### src/hw/rtl/bpq_pkg.sv
// ----------------------------------------------------------------------------
// Bounded priority queue package
// Shared sizes, codes and record types for the queue's storage, sequencer
// and top level.
// ----------------------------------------------------------------------------
package bpq_pkg;

  localparam int unsigned DEPTH  = 8;
  localparam int unsigned IDX_W  = (DEPTH > 1) ? $clog2(DEPTH) : 1;
  localparam int unsigned CNT_W  = $clog2(DEPTH + 1);
  localparam int unsigned ELEM_W = 32;
  localparam int unsigned PRIO_W = 8;
  localparam int unsigned STAT_W = 2;
  localparam int unsigned OCNT_W = 4;

  // Operation codes carried by the kind field.
  localparam logic KIND_INSERT = 1'b0;
  localparam logic KIND_DELETE = 1'b1;

  typedef enum logic [STAT_W-1:0] {
    ST_OK    = 2'd0,
    ST_FULL  = 2'd1,
    ST_EMPTY = 2'd2
  } bpq_status_e;

  typedef enum logic [2:0] {
    S_IDLE,
    S_FIND,
    S_SHIFT,
    S_TOPS,
    S_DONE
  } bpq_state_e;

  typedef struct packed {
    logic        [PRIO_W-1:0] prio;
    logic signed [ELEM_W-1:0] value;
  } bpq_entry_t;

  typedef struct packed {
    logic                 we;
    logic [IDX_W-1:0]     waddr;
    bpq_entry_t           wdata;
    logic [IDX_W-1:0]     raddr;
  } bpq_mem_req_t;

  typedef struct packed {
    bpq_status_e              status;
    logic signed [ELEM_W-1:0] element;
    logic        [PRIO_W-1:0] top_prio;
    logic        [CNT_W-1:0]  count;
  } bpq_result_t;

endpackage

### src/hw/rtl/bpq_mem.sv
// ----------------------------------------------------------------------------
// Bounded priority queue entry store
// One write port and one read port with registered read data.
// ----------------------------------------------------------------------------
module bpq_mem (
  input  logic                  clk_i,
  input  bpq_pkg::bpq_mem_req_t req_i,
  output bpq_pkg::bpq_entry_t   rdata_o
);

  bpq_pkg::bpq_entry_t mem_q [bpq_pkg::DEPTH];
  bpq_pkg::bpq_entry_t rdata_q;

  always_ff @(posedge clk_i) begin
    if (req_i.we) begin
      mem_q[req_i.waddr] <= req_i.wdata;
    end
    rdata_q <= mem_q[req_i.raddr];
  end

  assign rdata_o = rdata_q;

endmodule

### src/hw/rtl/bpq_seq.sv
// ----------------------------------------------------------------------------
// Bounded priority queue sequencer
// Walks the entry store through one read port, using a single priority
// comparator to find the top entry, then closes the gap and rescans.
// ----------------------------------------------------------------------------
module bpq_seq (
  input  logic                                  clk_i,
  input  logic                                  rst_ni,
  input  logic                                  start_i,
  input  logic                                  kind_i,
  input  logic signed [bpq_pkg::ELEM_W-1:0]     elem_i,
  input  logic        [bpq_pkg::PRIO_W-1:0]     prio_i,
  input  logic                                  take_i,
  input  bpq_pkg::bpq_entry_t                   rdata_i,
  output bpq_pkg::bpq_mem_req_t                 mem_req_o,
  output logic                                  idle_o,
  output logic                                  done_o,
  output bpq_pkg::bpq_result_t                  res_o
);

  bpq_pkg::bpq_state_e state_q, state_d;

  logic [bpq_pkg::CNT_W-1:0]  cnt_q, cnt_d;
  logic [bpq_pkg::PRIO_W-1:0] top_q, top_d;
  logic [bpq_pkg::CNT_W-1:0]  rd_ptr_q, rd_ptr_d;
  logic                       chk_vld_q, chk_vld_d;
  logic [bpq_pkg::IDX_W-1:0]  chk_idx_q, chk_idx_d;
  logic [bpq_pkg::IDX_W-1:0]  best_idx_q, best_idx_d;
  logic [bpq_pkg::PRIO_W-1:0] best_prio_q, best_prio_d;
  logic signed [bpq_pkg::ELEM_W-1:0] best_val_q, best_val_d;
  logic signed [bpq_pkg::ELEM_W-1:0] elem_q, elem_d;
  bpq_pkg::bpq_status_e       status_q, status_d;

  logic                       sweeping;
  logic                       issue;
  logic                       sweep_end;
  logic [bpq_pkg::PRIO_W-1:0] cmp_a;
  logic [bpq_pkg::PRIO_W-1:0] cmp_b;
  logic                       cmp_ge;

  assign sweeping  = (state_q == bpq_pkg::S_FIND) || (state_q == bpq_pkg::S_SHIFT) ||
                     (state_q == bpq_pkg::S_TOPS);
  assign issue     = sweeping && (rd_ptr_q < cnt_q);
  assign sweep_end = !issue && !chk_vld_q;

  // The one comparator: new priority against the running top on insert,
  // stored priority against the running best during a sweep.
  assign cmp_a  = (state_q == bpq_pkg::S_IDLE) ? prio_i : rdata_i.prio;
  assign cmp_b  = (state_q == bpq_pkg::S_IDLE) ? top_q  : best_prio_q;
  assign cmp_ge = (cmp_a >= cmp_b);

  always_comb begin
    state_d = state_q;
    case (state_q)
      bpq_pkg::S_IDLE: begin
        if (start_i) begin
          if ((kind_i == bpq_pkg::KIND_DELETE) && (cnt_q != '0)) begin
            state_d = bpq_pkg::S_FIND;
          end else begin
            state_d = bpq_pkg::S_DONE;
          end
        end
      end
      bpq_pkg::S_FIND: begin
        if (sweep_end) begin
          state_d = bpq_pkg::S_SHIFT;
        end
      end
      bpq_pkg::S_SHIFT: begin
        if (sweep_end) begin
          state_d = bpq_pkg::S_TOPS;
        end
      end
      bpq_pkg::S_TOPS: begin
        if (sweep_end) begin
          state_d = bpq_pkg::S_DONE;
        end
      end
      bpq_pkg::S_DONE: begin
        if (take_i) begin
          state_d = bpq_pkg::S_IDLE;
        end
      end
      default: begin
        state_d = bpq_pkg::S_IDLE;
      end
    endcase
  end

  always_comb begin
    cnt_d       = cnt_q;
    top_d       = top_q;
    rd_ptr_d    = rd_ptr_q;
    chk_vld_d   = issue;
    chk_idx_d   = rd_ptr_q[bpq_pkg::IDX_W-1:0];
    best_idx_d  = best_idx_q;
    best_prio_d = best_prio_q;
    best_val_d  = best_val_q;
    elem_d      = elem_q;
    status_d    = status_q;

    mem_req_o.we    = 1'b0;
    mem_req_o.waddr = chk_idx_q - bpq_pkg::IDX_W'(1);
    mem_req_o.wdata = rdata_i;
    mem_req_o.raddr = rd_ptr_q[bpq_pkg::IDX_W-1:0];

    if (issue) begin
      rd_ptr_d = rd_ptr_q + bpq_pkg::CNT_W'(1);
    end

    case (state_q)
      bpq_pkg::S_IDLE: begin
        if (start_i) begin
          best_prio_d = '0;
          rd_ptr_d    = '0;
          elem_d      = '0;
          status_d    = bpq_pkg::ST_OK;
          if (kind_i == bpq_pkg::KIND_INSERT) begin
            if (cnt_q == bpq_pkg::CNT_W'(bpq_pkg::DEPTH)) begin
              status_d = bpq_pkg::ST_FULL;
            end else begin
              mem_req_o.we    = 1'b1;
              mem_req_o.waddr = cnt_q[bpq_pkg::IDX_W-1:0];
              mem_req_o.wdata = '{prio: prio_i, value: elem_i};
              cnt_d           = cnt_q + bpq_pkg::CNT_W'(1);
              if (cmp_ge) begin
                top_d = prio_i;
              end
            end
          end else if (cnt_q == '0) begin
            status_d = bpq_pkg::ST_EMPTY;
          end
        end
      end
      bpq_pkg::S_FIND: begin
        // Greater or equal keeps the last of equal priorities.
        if (chk_vld_q && cmp_ge) begin
          best_idx_d  = chk_idx_q;
          best_prio_d = rdata_i.prio;
          best_val_d  = rdata_i.value;
        end
        if (sweep_end) begin
          elem_d   = best_val_q;
          rd_ptr_d = bpq_pkg::CNT_W'(best_idx_q) + bpq_pkg::CNT_W'(1);
        end
      end
      bpq_pkg::S_SHIFT: begin
        if (chk_vld_q) begin
          mem_req_o.we = 1'b1;
        end
        if (sweep_end) begin
          cnt_d       = cnt_q - bpq_pkg::CNT_W'(1);
          rd_ptr_d    = '0;
          best_prio_d = '0;
        end
      end
      bpq_pkg::S_TOPS: begin
        if (chk_vld_q && cmp_ge) begin
          best_prio_d = rdata_i.prio;
        end
        if (sweep_end) begin
          top_d = best_prio_q;
        end
      end
      bpq_pkg::S_DONE: begin
      end
      default: begin
      end
    endcase
  end

  always_ff @(posedge clk_i or negedge rst_ni) begin
    if (!rst_ni) begin
      state_q   <= bpq_pkg::S_IDLE;
      cnt_q     <= '0;
      top_q     <= '0;
      rd_ptr_q  <= '0;
      chk_vld_q <= 1'b0;
      status_q  <= bpq_pkg::ST_OK;
    end else begin
      state_q   <= state_d;
      cnt_q     <= cnt_d;
      top_q     <= top_d;
      rd_ptr_q  <= rd_ptr_d;
      chk_vld_q <= chk_vld_d;
      status_q  <= status_d;
    end
  end

  always_ff @(posedge clk_i) begin
    chk_idx_q   <= chk_idx_d;
    best_idx_q  <= best_idx_d;
    best_prio_q <= best_prio_d;
    best_val_q  <= best_val_d;
    elem_q      <= elem_d;
  end

  assign idle_o = (state_q == bpq_pkg::S_IDLE);
  assign done_o = (state_q == bpq_pkg::S_DONE);

  assign res_o.status   = status_q;
  assign res_o.element  = elem_q;
  assign res_o.top_prio = top_q;
  assign res_o.count    = cnt_q;

endmodule

### src/hw/rtl/bounded_priority_queue_top.sv
// An insert, or any rejected word, has its result waiting in the sequencer
// in the cycle after acceptance. A delete scans the stored entries for the top one,
// moves every later entry down by one place, then rescans for the new top priority.
// One word is handled at a time; the entry store's single read port sets the delete time.
// Reset (rst_ni low, asynchronous) empties the queue, idles the sequencer and drops out_valid_o.
// The entry store itself is not cleared; only entries below the count are ever used.
// ----------------------------------------------------------------------------
// Bounded priority queue, top level
// Holds up to DEPTH (element, priority) entries in insertion order. An
// insert appends, a delete removes the highest priority entry (last among
// equals) and returns its element. Every result reports the current top
// priority and entry count.
// ----------------------------------------------------------------------------
module bounded_priority_queue_top (
  input  logic                              clk_i,
  input  logic                              rst_ni,

  input  logic                              in_valid_i,
  output logic                              in_stall_o,
  input  logic                              kind_i,
  input  logic signed [bpq_pkg::ELEM_W-1:0] element_in_i,
  input  logic        [bpq_pkg::PRIO_W-1:0] priority_in_i,

  output logic                              out_valid_o,
  input  logic                              out_stall_i,
  output logic        [bpq_pkg::STAT_W-1:0] status_o,
  output logic signed [bpq_pkg::ELEM_W-1:0] element_out_o,
  output logic        [bpq_pkg::PRIO_W-1:0] top_priority_o,
  output logic        [bpq_pkg::OCNT_W-1:0] count_o
);

  bpq_pkg::bpq_mem_req_t mem_req;
  bpq_pkg::bpq_entry_t   mem_rdata;
  bpq_pkg::bpq_result_t  res;

  logic seq_idle;
  logic seq_done;
  logic start;
  logic load;

  logic                              out_valid_q, out_valid_d;
  logic        [bpq_pkg::STAT_W-1:0] status_q;
  logic signed [bpq_pkg::ELEM_W-1:0] element_q;
  logic        [bpq_pkg::PRIO_W-1:0] top_prio_q;
  logic        [bpq_pkg::OCNT_W-1:0] count_q;

  // A word is taken whenever the sequencer is idle, even while an earlier
  // result still sits in the output register waiting for the consumer.
  assign in_stall_o = !seq_idle;
  assign start      = in_valid_i && seq_idle;

  // The finished result moves into the output register once that register
  // is empty or being drained in this cycle; until then the sequencer holds.
  assign load        = seq_done && (!out_valid_q || !out_stall_i);
  assign out_valid_d = load || (out_valid_q && out_stall_i);

  bpq_mem u_mem (
    .clk_i   (clk_i),
    .req_i   (mem_req),
    .rdata_o (mem_rdata)
  );

  bpq_seq u_seq (
    .clk_i     (clk_i),
    .rst_ni    (rst_ni),
    .start_i   (start),
    .kind_i    (kind_i),
    .elem_i    (element_in_i),
    .prio_i    (priority_in_i),
    .take_i    (load),
    .rdata_i   (mem_rdata),
    .mem_req_o (mem_req),
    .idle_o    (seq_idle),
    .done_o    (seq_done),
    .res_o     (res)
  );

  always_ff @(posedge clk_i or negedge rst_ni) begin
    if (!rst_ni) begin
      out_valid_q <= 1'b0;
    end else begin
      out_valid_q <= out_valid_d;
    end
  end

  // The reported count carries the full entry count; both are four bits wide.
  always_ff @(posedge clk_i) begin
    if (load) begin
      status_q   <= res.status;
      element_q  <= res.element;
      top_prio_q <= res.top_prio;
      count_q    <= bpq_pkg::OCNT_W'(res.count);
    end
  end

  assign out_valid_o    = out_valid_q;
  assign status_o       = status_q;
  assign element_out_o  = element_q;
  assign top_priority_o = top_prio_q;
  assign count_o        = count_q;

  // An accepted word always keeps the sequencer busy in the next cycle.
  a_busy_after_accept: assert property (
    @(posedge clk_i) disable iff (!rst_ni)
    (in_valid_i && !in_stall_o) |=> in_stall_o
  ) else $error("input not stalled after a word was accepted");

  // A full report only happens with the store at its depth.
  a_full_count: assert property (
    @(posedge clk_i) disable iff (!rst_ni)
    (out_valid_o && (status_o == bpq_pkg::ST_FULL)) |->
      (count_o == bpq_pkg::OCNT_W'(bpq_pkg::DEPTH))
  ) else $error("full status with a store below its depth");

  // An empty report leaves an empty store with nothing returned.
  a_empty_result: assert property (
    @(posedge clk_i) disable iff (!rst_ni)
    (out_valid_o && (status_o == bpq_pkg::ST_EMPTY)) |->
      ((count_o == '0) && (top_priority_o == '0) && (element_out_o == '0))
  ) else $error("empty status with a nonempty result");

  // The output register only changes when a new result is loaded.
  a_result_from_seq: assert property (
    @(posedge clk_i) disable iff (!rst_ni)
    (out_valid_o && !$past(seq_done)) |-> $stable(status_o)
  ) else $error("result changed without a finished operation");

endmodule

### config.mk
export PLATFORM = sky130hd
export DESIGN_NAME = bounded_priority_queue_top
export DESIGN_NICKNAME = d
export VERILOG_FILES = /design/src/hw/rtl/bpq_pkg.sv /design/src/hw/rtl/bpq_mem.sv /design/src/hw/rtl/bpq_seq.sv /design/src/hw/rtl/bounded_priority_queue_top.sv
export SDC_FILE = /design/constraint.sdc
export NUM_CORES = 1
export LEC_CHECK = 0
export ABC_AREA = 1
export BUFFER_PORTS_ARGS = -buffer_cell sky130_fd_sc_hd__buf_2
export CAP_MARGIN = 20
export CORE_AREA = 2 2 321 164
export DETAILED_ROUTE_END_ITERATION = 10
export DIE_AREA = 0 0 323 166
export PLACE_DENSITY = 0.58
export SETUP_SLACK_MARGIN = 0.1
export SYNTH_ARGS = -nofsm -noshare
export SYNTH_HDL_FRONTEND = slang
export SYNTH_SLANG_ARGS = --single-unit
### constraint.sdc
create_clock -name clk_i -period 3.62 [get_ports clk_i]
set_clock_uncertainty 0.2 [all_clocks]
set_input_delay 0.724 -clock clk_i [delete_from_list [all_inputs] [get_ports clk_i]]
set_output_delay 0.724 -clock clk_i [all_outputs]
set_load 0.1 [all_outputs]
==> results by group, run 1 <==
Outcome
  • Outcome: finished, final reports clean

Yosys
  • Synth unique cells: 33
  • Post-Synthesis Cell Area: ~20,000 um2
  • XOR/XNOR Fraction of Synth Area: less than 1%
  • Yosys reg bits: about 510
  • Synth Area per Inst: 12.9 um2
  • Post-synth ARST share: roughly 4.5%
  • Ys Warns: 0
  • Combinational family with the most area after synthesis: simple AND/OR/NAND/NOR gates
  • Mux contribution to synthesized area: 2.02%
  • Seq/Total Area, Yosys: around three quarters
  • Synth Area in Adders: 1.12%
  • Mapped Nets: 1,583
  • Complex-gate fraction of the synthesized area: 7.02%
  • Most common flop cell mapped by yosys: edfxtp_1
  • Mapped Cells: roughly 1,500
  • Post-synth EDFFs: 441
  • Simple-gate share of the synthesized area: 11.3%

Timing
  • Hold Fails Final Rpt: 0
  • Slew Limit Fails: 0
  • Final setup fails: 0
  • RSZ-0062 raised after global routing: false
  • Tmin final: around 3.0 ns
  • Max Fclk: 0.338 GHz
  • Final period utilization: between 80 and 90%
  • Max-Slew Margin vs Limit: a little under two fifths
  • Worst Tran Pin Value: slightly above 0.9 ns

Detailed routing
  • Initial drt markers: 1,018
  • Drt total wl: 43,700 um
  • Drc violations: 0
  • DR WL/cell: 18.6 um
  • Via count: 11,600
  • DR vias/cell: 4.93
  • Routed Antenna Nets: 0
  • First-pass DRT Iterations: 5

Place
  • Gpl congestion: ~0.80
  • # placed instances: 2,268
  • Post-DP Area: 21,100 um2
  • DPL Wire Length: 26,300 um
  • Input/output buffers: 92

Worst setup path
  • Critical path arrival: roughly 3.0 ns
  • R2R Path Start: u_seq.state_q[1]
  • Buf/Inv on CP: 3
  • CP Class: reg -> reg
  • Slowest cell on crit path: dfrtp_1
  • Family with the most delay on the worst path: simple AND/OR/NAND/NOR gates
  • Crit path cell chain: inv_2, nand2_2, nor2_2, inv_2, nor2_4, nand2_2, o21ai_0, o211ai_2, nor2_4, buf_4
  • CP max stage delay: 0.42 ns
  • Worst path required time: 3.63 ns
  • Worst Setup End Kind: register
  • FF-to-FF path depth: 10
  • CP Launch Type: register
  • R2R Setup Slk: 0.66 ns
  • RR Endpoint: u_mem.mem_q[2][33]
  • Critical path fanouts, max: 25

Power
  • VDD IR max: 0.340 mV
  • Sw frac: 35.8%
  • Power per Cell Area: about 870 nW/um2
  • Register share of total power: 44.5%
  • Logic pwr share: 30.1%
  • Internal cell power: approximately 13,000 uW
  • Clk pwr share: between 20% and 30%
  • Sw Pwr: 7060 uW
  • Leak pwr: 0.00842 uW

Global route
  • Initial antenna violation count: 1
  • Global-route met1 utilization: 25.6%
  • Largest net degree at the start of global routing: 110
  • Busiest grt layer: met1
  • GR Util All Layers: ~16%
  • Vias in the first global route: 11,300
  • First-pass GRT wire length: 67,300 um
  • Met3 usage: 2.93%
  • Grt met2 use: 23.4%
  • Gr ovfl total: 0

Worst hold path
  • WHS Path Cells: 3
  • Min-Delay Startpoint: out_stall_i
  • Worst hold endpoint: out_valid_o
  • Hold crit path type: in -> reg

CTS
  • Clock sinks: 507
  • H-tree depth: 2
  • Post-cts sizing count: 0
  • Max clock buf depth: 3
  • Worst-path clk slew: around 0.070 ns
  • TritonCTS buffer count: 46
  • CTS root buf: clkbuf_16
  • Postcts setup bufs: 0
  • CTS tree: yes
  • Hold-fix buffers, CTS: 1
  • Skew-Pair Late Insertion Delay: 0.58 ns

Die
  • Site row count: 59
  • Core area: a little over 50,000 um2
  • Starting Density: 38.5%
  • IO Pins: slightly above 90
  • Die H: 166 um
  • Die area: 53,600 um2
  • Die X: 323 um

Finish
  • Ratio of cells with drive above 1 in the final layout: 15.1%
  • Commonest non-fill, non-tap cell in the layout: edfxtp_1
  • Post-layout util: 44.3%
  • Area grow syn2layout: 15.1%
  • # nets final: 1,679
  • Antenna Cells: 0
  • Design area: 22,600 um2
  • Most frequent cells in the layout: edfxtp_1, nor2_1, nand2_1
  • Fillers: 4,640
  • Finished Layout Cells: approximately 2,400

Run
  • # Max-Cap Violations: 0
sequential cells by signal (all words and copies together) (netlist names), 4 cells and up:
name	flops
count_o	4
element_out_o	32
top_priority_o	8
u_mem.mem_q	320
u_mem.rdata_o	40
u_seq.best_prio_q	8
u_seq.best_val_q	32
u_seq.cnt_q	4
u_seq.elem_q	32
u_seq.rd_ptr_q	4
u_seq.top_q	8
metrics by stage:
step / hold WS (ns) / total power [uW] / setup TNS (ns) / worst slack [ns]
global placement: 0.201 / 14800 / 0 / 0.596
floorplan: 0.172 / 13000 / -43.04 / -0.161
detailed placement: 0.205 / 14900 / 0 / 0.528
global route: 0.185 / 20900 / 0 / 0.463
CTS: 0.153 / 19900 / 0 / 0.645
finish: 0.177 / 19700 / 0 / 0.662
power groups by stage:
| stage | clock network, uW | registers (uW) | logic, uW |
|---|---|---|---|
| finish | 5010 | 8780 | 5940 |
| global route | 5370 | 8870 | 6620 |
| CTS | 5130 | 8780 | 6010 |
| detailed placement | 0 | 8900 | 5990 |
| global placement | 0 | 8880 | 5880 |
| floorplan | 0 | 9620 | 3410 |
layer usage:
layer  up-vias  share of wire [%]
li1       5565                  -
met1      5747                 51
met2       246                 43
met3        62                4.9
met4         0                1.7
met5         -                  0
cells by family after synthesis:
kind of cell,count (synthesis)
fa+ha+maj,17
simple gates,573
flops,507
buf+inv,170
mux,32
xor+xnor,8
compound gates,214
worst max-delay path by stage:
stage                     start                 end  slack (ns)  cells past startpoint
2_1_floorplan        in_valid_i   u_mem.mem_q[3][0]       -0.16                      7
3_3_place_gp         in_valid_i  u_mem.mem_q[1][23]        0.60                      9
3_5_place_dp         in_valid_i  u_mem.mem_q[7][34]        0.53                      6
4_1_cts        u_seq.state_q[1]  u_mem.mem_q[2][34]        0.65                      8
5_1_grt        u_seq.state_q[1]  u_mem.mem_q[6][34]        0.46                      8
6_report       u_seq.state_q[1]  u_mem.mem_q[2][33]        0.66                     10
synth_stat cells (all sizes together) (2+ instances only):
| cell | n | area [um2] |
|---|---|---|
| edfxtp | 441 | 13200 |
| nor2 | 302 | 1140 |
| nand2 | 244 | 931 |
| o21ai | 127 | 636 |
| inv | 94 | 355 |
| o32ai | 80 | 701 |
| clkbuf | 46 | 173 |
| dfxtp | 43 | 861 |
| mux2 | 32 | 398 |
| buf | 30 | 159 |
| dfrtp | 23 | 576 |
| ha | 16 | 200 |
| nand3 | 15 | 80.1 |
| nand4 | 11 | 68.8 |
| xor2 | 6 | 52.6 |
| a21oi | 5 | 25.0 |
| xnor2 | 2 | 17.5 |
tightest hold or removal path: stages:
cell and delay [ns]:
buf_2 0.07, nand2_1 0.05, nand2_1 0.06
area by class of cell:
type | instances | area [um2] | area share [%]
sequential | 507 | 14700 | 64.9
multi-input combinational | 844 | 4380 | 19.3
clock buffer | 58 | 1230 | 5.41
timing repair buffer | 124 | 811 | 3.58
clock inverter | 28 | 310 | 1.37
inverter | 94 | 355 | 1.57
tap | 701 | 877 | 3.87
(Power assumes the default switching activity.)
==> run 2: changes to the inputs <==
PLACE_DENSITY = 0.56   (was 0.58)
clock period = 3 ns   (was 3.62 ns; I/O delays follow)
==> run 2 against run 1 <==
Largest power group unchanged. First-iteration DRC count is 9.3% higher. Cell count is 0.47% higher. Core utilization grew 0.65 points. Non-clock buffer count grew 12. Sequential cell count unchanged. Highest routed layer unchanged. Worst hold slack got worse by 0.13 ns. Sequential power rose by 21%. Power increased by 23%.
==> results by group, run 2 (synthesized netlist as in run 1, its figures left out) <==
Timing
  • Max Fclk: 0.358 GHz (+5.8%)
  • Slew Limit Fails: 0 (unchanged)
  • Worst Tran Pin Value: 0.952 ns (+0.0223 ns)
  • Final period utilization: 93.2% (+11 points)
  • Final WS setup: 0.205 ns (-0.457 ns)
  • Min Hold Slack: 0.0493 ns (-0.127 ns)
  • Post-route setup TNS: 0 ns (unchanged)
  • RSZ-0062 raised after global routing: true
  • Hold Fails Final Rpt: 0 (unchanged)
  • Tmin final: 2.79 ns (-0.163 ns)
  • Final setup fails: 0 (unchanged)
  • Max-Slew Margin vs Limit: 35.8% (-1.5 points)

Detailed routing
  • Via count: 11,800 (+1.7%)
  • DR vias/cell: 4.99 (+1.3%)
  • First-pass DRT Iterations: 5 (unchanged)
  • Initial drt markers: 1,113 (+9.3%)
  • Drt total wl: 44,800 um (+2.4%)
  • Drc violations: 0 (unchanged)
  • Routed Antenna Nets: 0 (unchanged)
  • DR WL/cell: 18.9 um (+1.9%)

Die
  • Core area: 51,100 um2 (unchanged)
  • Die X: 323 um (unchanged)
  • IO Pins: 93 (unchanged)
  • Die H: 166 um (unchanged)
  • Site row count: 59 (unchanged)
  • Starting Density: 38.5% (unchanged)
  • Die area: 53,600 um2 (unchanged)

Worst setup path
  • Critical path arrival: 2.87 ns (-0.10 ns)
  • Slowest cell on crit path: dfrtp_1
  • CP max stage delay: 0.42 ns (about the same)
  • Family with the most delay on the worst path: buffers and inverters
  • R2R Setup Slk: 0.21 ns (-0.46 ns)
  • Instance count on the critical path: 14 (+4)
  • CP Launch Type: register
  • CP Class: reg -> reg
  • Most frequent CP cell: nand2_1
  • Worst Setup End Kind: register
  • Critical path fanouts, max: 16 (-36%)
  • Buf/Inv on CP: 5 (+2)
  • FF-to-FF path depth: 14 (+4)
  • Crit path cell chain: inv_2, nand2_2, nor2_4, buf_6, buf_4, o21ai_0, ha_1, nand2_1, o21a_1, nand2_1, nand2_1, nor2_4, buf_12, clkbuf_16
  • Worst path required time: 3.07 ns (-0.56 ns)

Finish
  • Biggest register: u_mem.mem_q
  • Design area: 23,000 um2 (+1.5%)
  • Antenna Cells: 0 (unchanged)
  • Ratio of cells with drive above 1 in the final layout: 15.8% (+0.68 points)
  • Fillers: 4,627 (-0.28%)
  • # nets final: 1,691 (+0.71%)
  • Commonest non-fill, non-tap cell in the layout: edfxtp_1
  • Most frequent cells in the layout: edfxtp_1, nor2_1, nand2_1
  • Max FFs per register: 320 (unchanged)
  • Area grow syn2layout: 16.8%

Global route
  • First-pass GRT wire length: 68,500 um (+1.7%)
  • Met3 usage: 3.23% (+0.30 points)
  • Initial antenna violation count: 0 (-1)
  • Grt met2 use: 23.5% (+0.065 points)
  • Gr ovfl total: 0 (unchanged)
  • GR Util All Layers: 16.5% (+0.24 points)
  • Busiest grt layer: met1
  • Largest net degree at the start of global routing: 165 (+50%)
  • Vias in the first global route: 11,300 (-0.018%)
  • Global-route met1 utilization: 26.2% (+0.65 points)

Place
  • Input/output buffers: 92 (unchanged)
  • Place WS: 0.108 ns (-0.420 ns)
  • Gpl congestion: 0.772 (-3.7%)
  • Post-DP Area: 21,200 um2 (+0.78%)
  • DPL Wire Length: 25,700 um (-2.1%)

CTS
  • TritonCTS buffer count: 46 (unchanged)
  • Clock sinks: 507 (unchanged)
  • H-tree depth: 2 (unchanged)
  • Max clock buf depth: 3 (unchanged)
  • Skew-Pair Late Insertion Delay: 0.56 ns (-0.02 ns)
  • CTS root buf: clkbuf_16
  • CTS tree: yes
  • Worst-path clk slew: 0.07 ns (about the same)

Outcome
  • Outcome: finished, final reports clean

Power
  • VDD IR max: 0.554 mV (+63%)
  • Leak pwr: 0.00855 uW (+1.6%)
  • Power per Cell Area: 1050 nW/um2 (+21%)

Worst hold path
  • WHS Path Cells: 3 (unchanged)
  • Hold crit path type: in -> reg

Run
  • # Max-Cap Violations: 0 (unchanged)
[run 2: cell type report]
| type | count | area (um2) | area share (%) |
|---|---|---|---|
| inverter | 94 | 358 | 1.56 |
| multi-input combinational | 844 | 4390 | 19.1 |
| clock buffer | 55 | 1220 | 5.29 |
| tap | 701 | 877 | 3.82 |
| clock inverter | 30 | 385 | 1.68 |
| timing repair buffer | 136 | 1070 | 4.65 |
| sequential | 507 | 14700 | 63.9 |
[run 2: tightest hold or removal path, delay by kind of cell]
kind / cells / cell delay, ns
simple gates: 2 / 0.11
buf+inv: 1 / 0.07
[run 2: path summary, 6_finish.rpt]
kind,to,start
min,out_valid_o,out_stall_i
min in group asynchronous,out_valid_o,rst_ni
min reg2reg,element_out_o[20],u_seq.elem_q[20]
max reg2reg,u_seq.best_val_q[14],u_seq.state_q[0]
max,u_seq.best_val_q[14],u_seq.state_q[0]
max in group asynchronous,u_seq.rd_ptr_q[1],rst_ni
[run 2: per-stage QoR]
stage / std cells / total power [uW] / utilization, %
CTS: 2359 / 24300 / 44.7
global route: 2367 / 25600 / 45.0
floorplan: 1521 / 15800 / -
finish: 2367 / 24200 / 45.0
global placement: 2273 / 17900 / 41.6
detailed placement: 2273 / 18000 / 41.6
[run 2: power by group]
part           total, uW  switching, uW  internal (uW)
Clock               6280           2600           3680
Sequential         10600            531          10000
Combinational       7370           5410           1950
[run 2: routing by layer]
metal | up-vias | wire (um)
met4 | 0 | 596
met1 | 5894 | 22800
met5 | - | 0
met2 | 278 | 18900
met3 | 52 | 2530
li1 | 5599 | -
[run 2: repair_timing]
action | CTS | global route
hold endpoints to repair | 23 | 0
hold buffers | 1 | 0
buffers inserted | 0 | 5
pin swaps | 0 | 2
gates resized for setup | 1 | 7
cloned | 0 | 3
endpoints found under the setup margin | 8 | 300
